$ cat config.mk
export PLATFORM = sky130hd
export DESIGN_NAME = compacting_value_list_unit
export DESIGN_NICKNAME = d
export VERILOG_FILES = /design/src/rtl/core/cvl_pkg.sv /design/src/rtl/core/cvl_mem.sv /design/src/rtl/core/cvl_seq.sv /design/src/rtl/core/compacting_value_list_unit.sv
export SDC_FILE = /design/constraint.sdc
export NUM_CORES = 1
export LEC_CHECK = 0
export ABC_AREA = 1
export BUFFER_PORTS_ARGS = -buffer_cell sky130_fd_sc_hd__buf_2
export CORE_AREA = 2 2 222 224
export DETAILED_ROUTE_END_ITERATION = 8
export DIE_AREA = 0 0 224 226
export HOLD_SLACK_MARGIN = 0.12
export PLACE_DENSITY = 0.77
export SKIP_CTS_REPAIR_TIMING = 1
export SLEW_MARGIN = 20
export SYNTH_ARGS = -nofsm -noshare
export SYNTH_HDL_FRONTEND = slang
export SYNTH_HIERARCHICAL = 1
export SYNTH_SLANG_ARGS = --single-unit
$ cat constraint.sdc
create_clock -name clk -period 4.4 [get_ports clk]
set_clock_uncertainty 0.15 [all_clocks]
set_input_delay 0.88 -clock clk [delete_from_list [all_inputs] [get_ports clk]]
set_output_delay 0.88 -clock clk [all_outputs]
set_load 0.01 [all_outputs]
$ cat src/rtl/core/cvl_pkg.sv
// Shared constants, codes and types of the compacting value list.
`timescale 1ns / 1ps

package cvl_pkg;

    localparam int DEPTH = 16;
    localparam int IDX_W = (DEPTH > 1) ? $clog2(DEPTH) : 1;
    localparam int CNT_W = $clog2(DEPTH + 1);
    localparam int DATA_W = 32;
    localparam int KIND_W = 3;
    localparam int SLOT_W = 4;
    localparam int STAT_W = 3;
    localparam int ENTRY_W = 5;

    localparam logic [DATA_W-1:0] INT_MIN = {1'b1, {(DATA_W - 1){1'b0}}};

    typedef enum logic [KIND_W-1:0] {
        KIND_PUSH         = 3'd0,
        KIND_POP          = 3'd1,
        KIND_REMOVE_AT    = 3'd2,
        KIND_REMOVE_MATCH = 3'd3,
        KIND_READ         = 3'd4
    } kind_t;

    typedef enum logic [STAT_W-1:0] {
        ST_OK        = 3'd0,
        ST_EMPTY     = 3'd1,
        ST_FULL      = 3'd2,
        ST_RANGE     = 3'd3,
        ST_NOT_FOUND = 3'd4
    } status_t;

    typedef struct packed {
        logic              wr_en;
        logic [IDX_W-1:0]  wr_addr;
        logic [DATA_W-1:0] wr_data;
        logic              rd_en;
        logic [IDX_W-1:0]  rd_addr;
    } mem_req_t;

    typedef struct packed {
        logic [DATA_W-1:0] value;
        status_t           status;
        logic [CNT_W-1:0]  count;
    } result_t;

endpackage

$ cat src/rtl/core/cvl_mem.sv
// Entry storage of the list: one write port and one registered read port.
`timescale 1ns / 1ps

module cvl_mem
(
    input  logic                        clk,
    input  cvl_pkg::mem_req_t           req,
    output logic [cvl_pkg::DATA_W-1:0]  rd_data
);

    logic [cvl_pkg::DATA_W-1:0] mem [cvl_pkg::DEPTH];
    logic [cvl_pkg::DATA_W-1:0] rd_data_reg;

    always_ff @(posedge clk)
    begin
        if (req.wr_en)
        begin
            mem[req.wr_addr] <= req.wr_data;
        end
        if (req.rd_en)
        begin
            rd_data_reg <= mem[req.rd_addr];
        end
    end

    assign rd_data = rd_data_reg;

endmodule

$ cat src/rtl/core/cvl_seq.sv
// Sequencer that runs each list operation over the storage with one value comparator for remove by match.
`timescale 1ns / 1ps

module cvl_seq
(
    input  logic                          clk,
    input  logic                          rst_n,
    input  logic                          in_valid,
    output logic                          in_ready,
    input  logic [cvl_pkg::KIND_W-1:0]    kind,
    input  logic [cvl_pkg::SLOT_W-1:0]    slot,
    input  logic [cvl_pkg::DATA_W-1:0]    data,
    output cvl_pkg::mem_req_t             mem_req,
    input  logic [cvl_pkg::DATA_W-1:0]    rd_data,
    output logic                          res_done,
    input  logic                          res_take,
    output cvl_pkg::result_t              res
);

    typedef enum logic [7:0] {
        S_IDLE     = 8'b0000_0001,
        S_DECODE   = 8'b0000_0010,
        S_GRAB     = 8'b0000_0100,
        S_TAKE     = 8'b0000_1000,
        S_SCAN     = 8'b0001_0000,
        S_SHIFT_RD = 8'b0010_0000,
        S_SHIFT_WR = 8'b0100_0000,
        S_DONE     = 8'b1000_0000
    } state_t;

    state_t                       state_reg, state_next;
    logic [cvl_pkg::KIND_W-1:0]   kind_reg, kind_next;
    logic [cvl_pkg::SLOT_W-1:0]   slot_reg, slot_next;
    logic [cvl_pkg::DATA_W-1:0]   data_reg, data_next;
    logic [cvl_pkg::CNT_W-1:0]    count_reg, count_next;
    logic [cvl_pkg::CNT_W-1:0]    ptr_reg, ptr_next;
    logic [cvl_pkg::DATA_W-1:0]   val_reg, val_next;
    cvl_pkg::status_t             stat_reg, stat_next;

    logic [cvl_pkg::CNT_W-1:0]    slot_ext;
    logic [cvl_pkg::CNT_W-1:0]    ptr_inc;
    logic [cvl_pkg::CNT_W-1:0]    last_pos;
    logic                         match;

    assign slot_ext = cvl_pkg::CNT_W'(slot_reg);
    assign ptr_inc  = cvl_pkg::CNT_W'(ptr_reg + 1'b1);
    assign last_pos = cvl_pkg::CNT_W'(count_reg - 1'b1);
    assign match    = (rd_data == data_reg);

    always_comb
    begin
        state_next = state_reg;
        kind_next  = kind_reg;
        slot_next  = slot_reg;
        data_next  = data_reg;
        count_next = count_reg;
        ptr_next   = ptr_reg;
        val_next   = val_reg;
        stat_next  = stat_reg;
        in_ready   = 1'b0;
        res_done   = 1'b0;
        mem_req.wr_en   = 1'b0;
        mem_req.wr_addr = ptr_reg[cvl_pkg::IDX_W-1:0];
        mem_req.wr_data = rd_data;
        mem_req.rd_en   = 1'b0;
        mem_req.rd_addr = ptr_inc[cvl_pkg::IDX_W-1:0];

        unique case (state_reg)
            S_IDLE:
            begin
                in_ready = 1'b1;
                if (in_valid)
                begin
                    kind_next  = kind;
                    slot_next  = slot;
                    data_next  = data;
                    state_next = S_DECODE;
                end
            end
            S_DECODE:
            begin
                val_next   = '0;
                stat_next  = cvl_pkg::ST_OK;
                state_next = S_DONE;
                unique case (cvl_pkg::kind_t'(kind_reg))
                    cvl_pkg::KIND_PUSH:
                    begin
                        if (count_reg == cvl_pkg::CNT_W'(cvl_pkg::DEPTH))
                        begin
                            stat_next = cvl_pkg::ST_FULL;
                        end
                        else
                        begin
                            mem_req.wr_en   = 1'b1;
                            mem_req.wr_addr = count_reg[cvl_pkg::IDX_W-1:0];
                            mem_req.wr_data = data_reg;
                            count_next      = cvl_pkg::CNT_W'(count_reg + 1'b1);
                        end
                    end
                    cvl_pkg::KIND_POP:
                    begin
                        if (count_reg == '0)
                        begin
                            val_next  = cvl_pkg::INT_MIN;
                            stat_next = cvl_pkg::ST_EMPTY;
                        end
                        else
                        begin
                            mem_req.rd_en   = 1'b1;
                            mem_req.rd_addr = last_pos[cvl_pkg::IDX_W-1:0];
                            count_next      = last_pos;
                            state_next      = S_GRAB;
                        end
                    end
                    cvl_pkg::KIND_READ:
                    begin
                        if (slot_ext >= count_reg)
                        begin
                            stat_next = cvl_pkg::ST_RANGE;
                        end
                        else
                        begin
                            mem_req.rd_en   = 1'b1;
                            mem_req.rd_addr = slot_ext[cvl_pkg::IDX_W-1:0];
                            state_next      = S_GRAB;
                        end
                    end
                    cvl_pkg::KIND_REMOVE_AT:
                    begin
                        if (slot_ext >= count_reg)
                        begin
                            stat_next = cvl_pkg::ST_RANGE;
                        end
                        else
                        begin
                            mem_req.rd_en   = 1'b1;
                            mem_req.rd_addr = slot_ext[cvl_pkg::IDX_W-1:0];
                            ptr_next        = slot_ext;
                            state_next      = S_TAKE;
                        end
                    end
                    cvl_pkg::KIND_REMOVE_MATCH:
                    begin
                        if (count_reg == '0)
                        begin
                            stat_next = cvl_pkg::ST_NOT_FOUND;
                        end
                        else
                        begin
                            mem_req.rd_en   = 1'b1;
                            mem_req.rd_addr = '0;
                            ptr_next        = '0;
                            state_next      = S_SCAN;
                        end
                    end
                    default:
                    begin
                        stat_next = cvl_pkg::ST_OK;
                    end
                endcase
            end
            S_GRAB:
            begin
                val_next   = rd_data;
                state_next = S_DONE;
            end
            S_TAKE:
            begin
                val_next   = rd_data;
                state_next = S_SHIFT_RD;
            end
            S_SCAN:
            begin
                if (match)
                begin
                    val_next   = rd_data;
                    state_next = S_SHIFT_RD;
                end
                else if (ptr_inc == count_reg)
                begin
                    stat_next  = cvl_pkg::ST_NOT_FOUND;
                    state_next = S_DONE;
                end
                else
                begin
                    mem_req.rd_en = 1'b1;
                    ptr_next      = ptr_inc;
                end
            end
            S_SHIFT_RD:
            begin
                if (ptr_inc >= count_reg)
                begin
                    count_next = last_pos;
                    state_next = S_DONE;
                end
                else
                begin
                    mem_req.rd_en = 1'b1;
                    state_next    = S_SHIFT_WR;
                end
            end
            S_SHIFT_WR:
            begin
                mem_req.wr_en = 1'b1;
                ptr_next      = ptr_inc;
                state_next    = S_SHIFT_RD;
            end
            S_DONE:
            begin
                res_done = 1'b1;
                if (res_take)
                begin
                    state_next = S_IDLE;
                end
            end
            default:
            begin
                state_next = S_IDLE;
            end
        endcase
    end

    always_ff @(posedge clk or negedge rst_n)
    begin
        if (!rst_n)
        begin
            state_reg <= S_IDLE;
            count_reg <= '0;
        end
        else
        begin
            state_reg <= state_next;
            count_reg <= count_next;
        end
    end

    always_ff @(posedge clk)
    begin
        kind_reg <= kind_next;
        slot_reg <= slot_next;
        data_reg <= data_next;
        ptr_reg  <= ptr_next;
        val_reg  <= val_next;
        stat_reg <= stat_next;
    end

    assign res.value  = val_reg;
    assign res.status = stat_reg;
    assign res.count  = count_reg;

endmodule

$ cat src/rtl/core/compacting_value_list_unit.sv
// Top level of the compacting value list with its result output register.
//
//   channel  direction  handshake            payload
//   in       input      in_valid / in_ready  kind, slot, data
//   out      output     out_valid/out_ready  result_value, status, entry_count
//
// Push, pop, read and unused kinds pass through the decode and done states, with a grab
// state between them when a pop or read fetches an entry from the storage.
// A match remove scans entries one by one; any remove moves each later entry down by
// a shift read and a shift write, set by the single read and write port of the storage.
// The block accepts a new beat only when the previous operation has moved into the
// output register, which holds its beat while out_ready is low.
// Reset empties the list at once; entries are not cleared and need no clearing pass.
`timescale 1ns / 1ps

module compacting_value_list_unit
(
    input  logic                                clk,
    input  logic                                rst_n,
    input  logic                                in_valid,
    output logic                                in_ready,
    input  logic [cvl_pkg::KIND_W-1:0]          kind,
    input  logic [cvl_pkg::SLOT_W-1:0]          slot,
    input  logic signed [cvl_pkg::DATA_W-1:0]   data,
    output logic                                out_valid,
    input  logic                                out_ready,
    output logic signed [cvl_pkg::DATA_W-1:0]   result_value,
    output logic [cvl_pkg::STAT_W-1:0]          status,
    output logic [cvl_pkg::ENTRY_W-1:0]         entry_count
);

    cvl_pkg::mem_req_t              mem_req;
    logic [cvl_pkg::DATA_W-1:0]     rd_data;
    logic                           res_done;
    logic                           res_take;
    cvl_pkg::result_t               res;

    logic                           out_valid_reg, out_valid_next;
    logic [cvl_pkg::DATA_W-1:0]     value_reg, value_next;
    logic [cvl_pkg::STAT_W-1:0]     status_reg, status_next;
    logic [cvl_pkg::ENTRY_W-1:0]    count_reg, count_next;

    cvl_mem u_mem
    (
        .clk     (clk),
        .req     (mem_req),
        .rd_data (rd_data)
    );

    cvl_seq u_seq
    (
        .clk      (clk),
        .rst_n    (rst_n),
        .in_valid (in_valid),
        .in_ready (in_ready),
        .kind     (kind),
        .slot     (slot),
        .data     (data),
        .mem_req  (mem_req),
        .rd_data  (rd_data),
        .res_done (res_done),
        .res_take (res_take),
        .res      (res)
    );

    assign res_take = res_done && (!out_valid_reg || out_ready);

    always_comb
    begin
        out_valid_next = out_valid_reg;
        value_next     = value_reg;
        status_next    = status_reg;
        count_next     = count_reg;
        if (res_take)
        begin
            out_valid_next = 1'b1;
            value_next     = res.value;
            status_next    = res.status;
            count_next     = cvl_pkg::ENTRY_W'(res.count);
        end
        else if (out_ready)
        begin
            out_valid_next = 1'b0;
        end
    end

    always_ff @(posedge clk or negedge rst_n)
    begin
        if (!rst_n)
        begin
            out_valid_reg <= 1'b0;
        end
        else
        begin
            out_valid_reg <= out_valid_next;
        end
    end

    always_ff @(posedge clk)
    begin
        value_reg  <= value_next;
        status_reg <= status_next;
        count_reg  <= count_next;
    end

    assign out_valid    = out_valid_reg;
    assign result_value = value_reg;
    assign status       = status_reg;
    assign entry_count  = count_reg;

`ifndef NO_ASSERTIONS
    a_count_bound: assert property (@(posedge clk) disable iff (!rst_n)
        res.count <= cvl_pkg::CNT_W'(cvl_pkg::DEPTH))
        else $error("fill count exceeds capacity");

    a_idle_no_result: assert property (@(posedge clk) disable iff (!rst_n)
        in_ready |-> !res_done)
        else $error("input taken while a result is pending");

    a_empty_pop: assert property (@(posedge clk) disable iff (!rst_n)
        (out_valid && status == cvl_pkg::ST_EMPTY) |->
        (result_value == cvl_pkg::INT_MIN && entry_count == '0))
        else $error("empty status with wrong value or count");

    a_full_push: assert property (@(posedge clk) disable iff (!rst_n)
        (out_valid && status == cvl_pkg::ST_FULL) |->
        (entry_count == cvl_pkg::ENTRY_W'(cvl_pkg::DEPTH)))
        else $error("full status while list not full");
`endif

endmodule
==> results.md, run 1 <==
* Status: completed
* Nets at 2,911
* Drt wl/cell at 20.45 µm
* Area of the die at about 51,000 µm²
* Initial cell density of the core at 60.98%
* All-Layer GR Usage at 28.71%
* Final core utilization at 67.97%
* Top cells by area, synth: edfxtp_1 (68%), nand2_1 (11%), nand3_1 (7.0%)
* P&R area growth vs syn at 11.47%
* Die Ht at 226 µm
* Htree depth at 3
* WS Path Type: reg2reg
* Vias in the first global route at 19.37k
* Final Power at 17.34 mW
* Yosys reg bits at 677
* Worst path arrival time at about 4200 ps
* Final period utilization at between 90% and 100%
* Multi-input logic area at 6740 µm²
* Crit path capture type: register
* Post-synth EDFFs at 663
* Startpoint Class: register
* Achievable Freq at 252.2 MHz
* Die W at 224 µm
* Drt pass-1 iters at 6
* Synth unique cells at 41
* Via count at ~20k
* Fill count at 3,310
* Period minus WS final at 3965 ps
* Final Max Tran Viols at 0
* Reg2Reg Launch Point: u_seq/count_reg[2]
* Grt met1 use at 38.34%
* Fin cells at 3,523
* R2R Setup Slk at 440 ps
* Clk buf depth at 3
* Clk_lat worst skew at 610 ps
* Sequential cell area at 20,260 µm²
* Total CTS buffers at between 60 and 70
* Top-area cell type share of the netlist area at 67.54%
* Wirelength, routed at 72,060 µm
* IO Pins at 85
* Max-capacitance violation count at 0
* Worst setup path start: u_seq/count_reg[2]
* Busiest grt layer: met2
* Port Buf Inserts at 84
* GR Util met3 at 5.022%
* Seq/Total Area, Yosys at 68.73%
* CP max FO at 200
* Cell Rows at roughly 80
* Placed Cells at between 3k and 4k
* Asr flop ratio synth at 2.068%
* Post-DP HPWL at 40,770 µm
* WP data required at 4600 ps
* Number of DRC markers in iteration 0 at 2,496
* Routability congestion estimate from global placement at around 0.9
* Hold Path Class: reg2reg
* CTS tree: built
* Largest net degree at the start of global routing at 201
* Worst vdd ir at 0.4220 mV
* Cell leakage power at ~14 nW
* Total congestion overflow at 0
* Total Neg Setup Slack at 0 ps
* First-pass GRT wire length at 108,800 µm
* Power per cell area at 527.7 nW/µm²
* DR DRC count at 0
* Synth Warn # at 6
* DRT antenna net count at 0
* Clk slew on worst S/H paths at 60 ps
* Post-synth net total at 2,810
* Global-route met2 utilization at ~46%
* Leading area contributor after synthesis: edfxtp_1
* Worst-margin pin slew at 1023 ps
* RSZ-0062 raised after global routing: no
* Core area at between 40,000 and 50,000 µm²
* Largest Register: u_mem/mem
* Ys flop type: edfxtp_1
* Vias/cell at ~5.7
* Slew headroom at 31.82%
* Initial antenna violation count at 1
* CTS Root Cell: clkbuf_16
* Min-delay src: u_seq/val_reg[0]
* Post-Synthesis Cells at 2,754
* Hold Vio Cnt, Final at 0
* Setup Viol. Count Final at 0
* Mapped Area at roughly 30,000 µm²
* Worst hold margin at ~270 ps
* Clk sink count at 677
* Syn_area_per_cell at 10.70 µm²
* ANT cells at 0
* Ratio of cells with drive above 1 in the final layout at 9.790%
* Largest register FFs at 512
## final cells by class
class                           count  share of cell area [%]
Clock buffer                       93                   5.788
Clock inverter                     23                  0.6283
Inverter                          490                   5.628
Multi-Input combinational cell   1471                   20.51
Sequential cell                   677                   61.66
Tap cell                          622                   2.369
Timing Repair Buffer              147                   3.412
## per-stage QoR
step	instance area [µm²]	worst slack (ps)
3_3_place_gp	30740	609.3
3_5_place_dp	30740	621.4
4_1_cts	32850	584.6
5_1_grt	32860	282.4
2_1_floorplan	29480	801.9
6_report	32860	435.3
## worst max-delay path, stage by stage (launching register included)
cell	delay [ps]
dfrtp_1	500
inv_1	170
ha_1	350
nand2_1	70
inv_1	30
o21ai_0	140
nand2_1	70
nor2_1	220
nand2_1	170
o22ai_1	150
nand2_1	110
o21ai_4	140
buf_12	620
nand2_1	140
nand3_1	130
nand3_1	110
nand3_1	130
nand2_1	80
## final timing paths
check | endpoint | cells past startpoint
setup / recovery | u_mem/rd_data[28] | 17
hold / removal | result_value[0] | 0
setup reg to reg | u_mem/rd_data[28] | 17
hold reg to reg | result_value[0] | 0
max in group asynchronous | u_seq/state_reg[0] | 2
min in group asynchronous | u_seq/count_reg[0] | 2
## placed cells by master (no fill, tap or decap), drive strengths merged, types with 4 or more instances in the layout
master and count:
ha 13, dfrtp 13, a21oi 9, clkinv 17
clkbuf 93, inv 490, o21ai 32, buf 146
xnor2 26, nand4 5, edfxtp 663, nand2 897
bufinv 4, xor2 8, nor2 51, nand3b 4
nand3 411
## cells in the mapped netlist, types with 13 or more instances
library cell	instances
nand2_1	895
buf_1	14
nand3_1	410
buf_2	42
o21ai_0	23
inv_1	480
buf_6	37
xnor2_1	26
dfrtp_1	13
ha_1	13
nor2_1	46
edfxtp_1	663
clkbuf_1	14
## metal layers
| metal | share of wire [%] | up-vias |
|---|---|---|
| met5 | 0 | - |
| met2 | 47 | 1255 |
| li1 | - | 9107 |
| met1 | 38 | 9640 |
| met4 | 4.2 | 0 |
| met3 | 11 | 225 |
## logic make-up (layout without fill, tap and decap cells)
kind of cell             Yosys count  in the layout  synth area share (%)
AND/OR/NAND/NOR                 1375           1375                 19.70
flip-flops                       677            677                 68.73
buffers and inverters            606            753                 9.011
AO/OA/AOI/OAI                     48             48                0.9550
XOR/XNOR                          34             34                 1.010
adder cells (fa/ha/maj)           13             13                0.5518
multiplexers                       1              1               0.03396
## report_power, final
part           switching (mW)  internal, mW  leakage, nW  total (mW)
Clock                    2.31          3.25         1.02        5.55
Combinational            2.77          1.16         6.87        3.93
Sequential              0.225          7.63         6.18        7.85
Total                    5.31          12.0         14.1        17.3
(Power assumes the default switching activity.)
==> run 2: changes to the inputs <==
Settings changed: ABC_AREA 1 to default, CORE_AREA 2 2 222 224 to 2 2 209 211, DIE_AREA 0 0 224 226 to 0 0 211 213, PLACE_DENSITY 0.77 to 0.78.
==> results.md, run 2 <==
* Slowest stage delay, CP at 520 ps (-100 ps)
* Drt wl/cell at 29.14 µm (+42%)
* Synth Warn # at 6 (unchanged)
* Setup Viol. Count Final at 0 (unchanged)
* Final Power at 15.16 mW (-13%)
* Total CTS buffers at 67 (-1.5%)
* Die W at 211 µm (-5.8%)
* Post-Synthesis Cells at 1,349 (-51%)
* Top-area cell type share of the netlist area at 75.75% (+8.2 points)
* Syn_area_per_cell at 19.48 µm² (+82%)
* Clk buf depth at 3 (unchanged)
* Max-capacitance violation count at 0 (unchanged)
* Wirelength, routed at 61,170 µm (-15%)
* Crit path cell chain: ha_1 > nand2b_1 > a2111o_1 > and3_1 > nor2_1 > a21oi_1 > o21ai_4 > buf_12 > buf_12 > mux4_2 > a22oi_1 > nand2_1
* Cell Rows at 76 (-6.2%)
* CP top delay family: compound AO/OA/AOI/OAI gates
* DRT antenna net count at 0 (unchanged)
* Largest register FFs at 512 (unchanged)
* Htree depth at 3 (unchanged)
* Core area at 42,700 µm² (-12%)
* CP max FO at 23 (-89%)
* Leading area contributor after synthesis: edfxtp_1
* Cell leakage power at 9.933 nW (-29%)
* Total congestion overflow at 0 (unchanged)
* Most frequent cells in the layout: edfxtp_1 (663), nand2_1 (148), mux4_2 (128), buf_2 (84), clkbuf_16 (69)
* Vias in the first global route at 14.09k (-27%)
* Port Buf Inserts at 84 (unchanged)
* Initial antenna violation count at 1 (unchanged)
* Yosys reg bits at 677 (unchanged)
* RSZ-0062 raised after global routing: no
* Final Max Tran Viols at 0 (unchanged)
* Post-DP HPWL at 34,400 µm (-16%)
* First-pass GRT wire length at 90,370 µm (-17%)
* Asr flop ratio synth at 2.068% (unchanged)
* Ratio of cells with drive above 1 in the final layout at 25.84% (+16 points)
* WP data required at 4580 ps (-20 ps)
* Number of DRC markers in iteration 0 at 1,498 (-40%)
* Crit path capture type: register
* Drt pass-1 iters at 5 (-1)
* Post-synth EDFFs at 663 (unchanged)
* Largest Register: u_mem/mem
* Hold Path Class: reg2reg
* Cell mode on critical path: buf_12
* Top cells by area, synth: edfxtp_1 (76%), mux4_2 (11%), nand2_1 (2.1%)
* CP bufs+invs at 2 (-1)
* Period minus WS final at 4140 ps (+175.1 ps)
* P&R area growth vs syn at 14.70%
* Most common cell after layout, fill and taps aside: edfxtp_1
* Final period utilization at 94.08% (+4.0 points)
* CTS tree: built
* All-Layer GR Usage at 28.23% (-0.48 points)
* Most common cell in the netlist: edfxtp_1
* Startpoint Class: register
* Hold Vio Cnt, Final at 0 (unchanged)
* Synth unique cells at 52 (+27%)
* Crit-path slowest cell: mux4_2
* Worst vdd ir at 0.4875 mV (+16%)
* Achievable Freq at 241.6 MHz (-4.2%)
* Nets at 1,557 (-47%)
* Clk sink count at 677 (unchanged)
* Worst-margin pin slew at 813.0 ps (-209.7 ps)
* Status: completed
* Initial cell density of the core at 61.56% (+0.58 points)
* CTS Root Cell: clkbuf_16
* Clk slew on worst S/H paths at 60 ps (about the same)
* Slew headroom at 45.74% (+14 points)
* Power per cell area at 503.0 nW/µm² (-4.7%)
* R2R Setup Slk at 260 ps (-180 ps)
* DR DRC count at 0 (unchanged)
* Clk_lat worst skew at 600 ps (about the same)
* Final core utilization at 70.60% (+2.6 points)
* Area of the die at 44,940 µm² (-11%)
* Vias/cell at 6.602 (+15%)
* Post-synth net total at 1,405 (-50%)
* Seq/Total Area, Yosys at 77.09% (+8.4 points)
* Ys flop type: edfxtp_1
* IO Pins at 85 (unchanged)
* Mapped Area at 26,280 µm² (-11%)
* Most common library cells after synthesis: edfxtp_1 (663), nand2_1 (148), mux4_2 (128), a22oi_1 (65), xnor2_1 (43)
* Routability congestion estimate from global placement at 0.8856 (-1.6%)
* Via count at 13.86k (-31%)
* Die Ht at 213 µm (-5.8%)
* Largest net degree at the start of global routing at 97 (-52%)
* WS Path Type: reg2reg
* Worst path arrival time at 4320 ps (+150 ps)
## run 2: worst paths after layout
kind                               startpoint                  to  cells past startpoint
setup / recovery           u_seq/count_reg[0]    u_mem/rd_data[3]                     12
hold / removal              u_seq/val_reg[11]    result_value[11]                      0
setup reg to reg           u_seq/count_reg[0]    u_mem/rd_data[3]                     12
hold reg to reg             u_seq/val_reg[11]    result_value[11]                      0
max in group asynchronous               rst_n  u_seq/state_reg[0]                      2
min in group asynchronous               rst_n  u_seq/state_reg[1]                      2
## run 2: area by class of cell
cell class / instances / area [µm²]
Clock buffer: 86 / 1790
Antenna cell: 1 / 2.502
Clock inverter: 34 / 342.8
Sequential cell: 677 / 20260
Inverter: 15 / 56.30
Tap cell: 546 / 683.2
Fill cell: 2482 / 12550
Multi-Input combinational cell: 595 / 5866
Timing Repair Buffer: 145 / 1144
## run 2: metal layers
metal / GRT usage (%) / vias up / wire, µm
li1: - / 5711 / -
met1: 38.64 / 7057 / 22600
met2: 45.62 / 943 / 29790
met3: 5.751 / 146 / 6632
met4: 10.98 / 0 / 2153
met5: 0 / - / 0
## run 2: logic make-up (layout without fill, tap and decap cells)
family / after synthesis / after routing / share of synthesized area (%)
adder cells (fa/ha/maj): 13 / 13 / 0.6189
XOR/XNOR: 46 / 46 / 1.533
AO/OA/AOI/OAI: 115 / 115 / 3.056
buffers and inverters: 77 / 280 / 1.281
multiplexers: 131 / 131 / 11.09
AND/OR/NAND/NOR: 290 / 290 / 5.332
other: 0 / 1 / 0
flip-flops: 677 / 677 / 77.09
## run 2: through the flow
stage | setup TNS [ps] | std cells | setup slack, ps | hold slack (ps) | cell area, µm²
2_1_floorplan | -59530 | 1349 | -620.1 | 250.3 | 26290
3_3_place_gp | 0 | 1977 | 410.2 | 251.3 | 28000
3_5_place_dp | 0 | 1977 | 323.7 | 255.4 | 28000
4_1_cts | 0 | 2097 | 241.5 | 31.36 | 30130
5_1_grt | 0 | 2098 | 21.78 | 274.9 | 30140
6_report | 0 | 2099 | 260.3 | 269.8 | 30150
## run 2: report_power, final
part	internal, mW	leakage, nW	switching, mW
Combinational	0.684	2.73	1.16
Sequential	7.53	6.17	0.215
Clock	3.24	1.03	2.34
Total	11.5	9.93	3.71
==> run 3: changes to the inputs <==
Settings changed: CORE_AREA 2 2 209 211 to 2 2 216 218, DIE_AREA 0 0 211 213 to 0 0 218 220, PLACE_DENSITY 0.78 to 0.74.
==> results.md, run 3 (same netlist as run 2, synthesis figures left out) <==
* Reg2Reg Depth at 14 (+2)
* Clk_lat worst skew at 610 ps (about the same)
* Achievable Freq at 246.0 MHz (+1.8%)
* Cell leakage power at 9.973 nW (+0.40%)
* Crit path cell chain: inv_1 > ha_1 > or3b_2 > a221oi_1 > a21oi_1 > o21ai_0 > buf_4 > nand2_1 > o21ai_4 > buf_12 > buf_4 > mux4_2 > a22oi_1 > nand2_1
* Port Buf Inserts at 84 (unchanged)
* Initial antenna violation count at 0 (-1)
* Total CTS buffers at 69 (+3.0%)
* Status: completed
* IO Pins at 85 (unchanged)
* Final core utilization at 66.00% (-4.6 points)
* Drt wl/cell at 27.79 µm (-4.6%)
* Drt pass-1 iters at 5 (unchanged)
* Die Ht at 220 µm (+3.3%)
* Final Max Tran Viols at 0 (unchanged)
* Hold depth at 0 (unchanged)
* First-pass GRT wire length at 88,160 µm (-2.4%)
* Largest register FFs at 512 (unchanged)
* Post-DP HPWL at 34,220 µm (-0.51%)
* RSZ-0062 raised after global routing: no
* Worst setup path start: u_seq/count_reg[1]
* WP data required at 4600 ps (+20 ps)
* Final Power at 15.25 mW (+0.55%)
* Largest net degree at the start of global routing at 40 (-59%)
* Final period utilization at 92.39% (-1.7 points)
* Min-delay src: u_seq/val_reg[21]
* Htree depth at 3 (unchanged)
* CP top delay family: buffers and inverters
* Vias/cell at 6.281 (-4.9%)
* DR DRC count at 0 (unchanged)
* WS Path Type: reg2reg
* Nets at 1,558 (+0.064%)
* Vias in the first global route at 13.77k (-2.3%)
* Number of DRC markers in iteration 0 at 1,580 (+5.5%)
* DRT antenna net count at 0 (unchanged)
* Core area at 45,860 µm² (+7.4%)
* CP max FO at 39 (+70%)
* Routability congestion estimate from global placement at 0.8934 (+0.88%)
* Worst path arrival time at 4270 ps (-50 ps)
* Die W at 218 µm (+3.3%)
* CP bufs+invs at 4 (+2)
* Period minus WS final at 4065 ps (-74.67 ps)
* ANT cells at 0 (-1)
* Most frequent cells in the layout: edfxtp_1 (663), nand2_1 (148), mux4_2 (128), buf_2 (84), clkbuf_16 (73)
* Sequential cell area at 20,260 µm² (unchanged)
* Startpoint Class: register
* Setup Viol. Count Final at 0 (unchanged)
* Hold Vio Cnt, Final at 0 (unchanged)
* Clk buf depth at 3 (unchanged)
* Crit-path slowest cell: or3b_2
* All-Layer GR Usage at 25.94% (-2.3 points)
* Clk slew on worst S/H paths at 60 ps (about the same)
* Hold Path Class: reg2reg
* Stages on the worst setup path at 14 (+2)
* Largest Register: u_mem/mem
* P&R area growth vs syn at 15.17%
* Most common cell after layout, fill and taps aside: edfxtp_1
* Worst-margin pin slew at 911.4 ps (+98.43 ps)
* Crit path capture type: register
* Slew headroom at 39.24% (-6.5 points)
* Reg2Reg Launch Point: u_seq/count_reg[1]
* CTS tree: built
* Max-capacitance violation count at 0 (unchanged)
* Initial cell density of the core at 57.31% (-4.3 points)
* Cell Rows at 79 (+3.9%)
* Area of the die at 47,960 µm² (+6.7%)
* Slowest stage delay, CP at 470 ps (-50 ps)
* Clk sink count at 677 (unchanged)
* Worst vdd ir at 0.4506 mV (-7.6%)
* Fill count at 2,983 (+20%)
* Ratio of cells with drive above 1 in the final layout at 26.37% (+0.53 points)
* Via count at 13.58k (-2.0%)
* Multi-input logic area at 5868 µm² (about the same)
* Wirelength, routed at 60,090 µm (-1.8%)
* Total congestion overflow at 0 (unchanged)
* CTS Root Cell: clkbuf_16
* Power per cell area at 503.7 nW/µm² (+0.14%)
-- run 3: per-layer routing --
layer | GRT usage, % | vias up | part of all wire (%)
li1 | - | 5722 | -
met1 | 34.87 | 6971 | 38
met2 | 41.08 | 756 | 48
met3 | 6.046 | 131 | 9.8
met4 | 11.50 | 0 | 3.8
met5 | 0 | - | 0
-- run 3: layout make-up --
| class | count | share of cell area (%) |
|---|---|---|
| well taps | 607 | 2.509 |
| repair buffers | 144 | 3.712 |
| multi-input cells | 595 | 19.39 |
| clock buffers | 86 | 6.196 |
| flip-flops and latches | 677 | 66.94 |
| clock inverters | 38 | 1.071 |
| inverters | 15 | 0.1901 |
-- run 3: where the power goes --
part	total (mW)	switching [mW]	internal [mW]
clock network	5.67	2.35	3.32
logic	1.84	1.16	0.686
registers	7.73	0.204	7.53
-- run 3: path summary, 6_finish.rpt --
check	end	slack [ps]
max	u_mem/rd_data[26]	330
min	result_value[21]	260
max reg2reg	u_mem/rd_data[26]	330
min reg2reg	result_value[21]	260
max in group asynchronous	u_seq/state_reg[0]	3220
min in group asynchronous	u_seq/count_reg[1]	560
-- run 3: through the flow --
stage / hold slack, ps / cells / setup TNS [ps] / area (µm²) / setup slack (ps)
after floorplan: 250.3 / 1349 / -59530 / 26290 / -620.1
after global placement: 252.9 / 2037 / 0 / 28060 / 413.3
after detailed placement: 254.5 / 2037 / 0 / 28060 / 256.6
after CTS: 1.265 / 2161 / 0 / 30260 / 228.5
after global routing: 271.7 / 2162 / 0 / 30270 / 95.42
final: 259.5 / 2162 / 0 / 30270 / 335.0
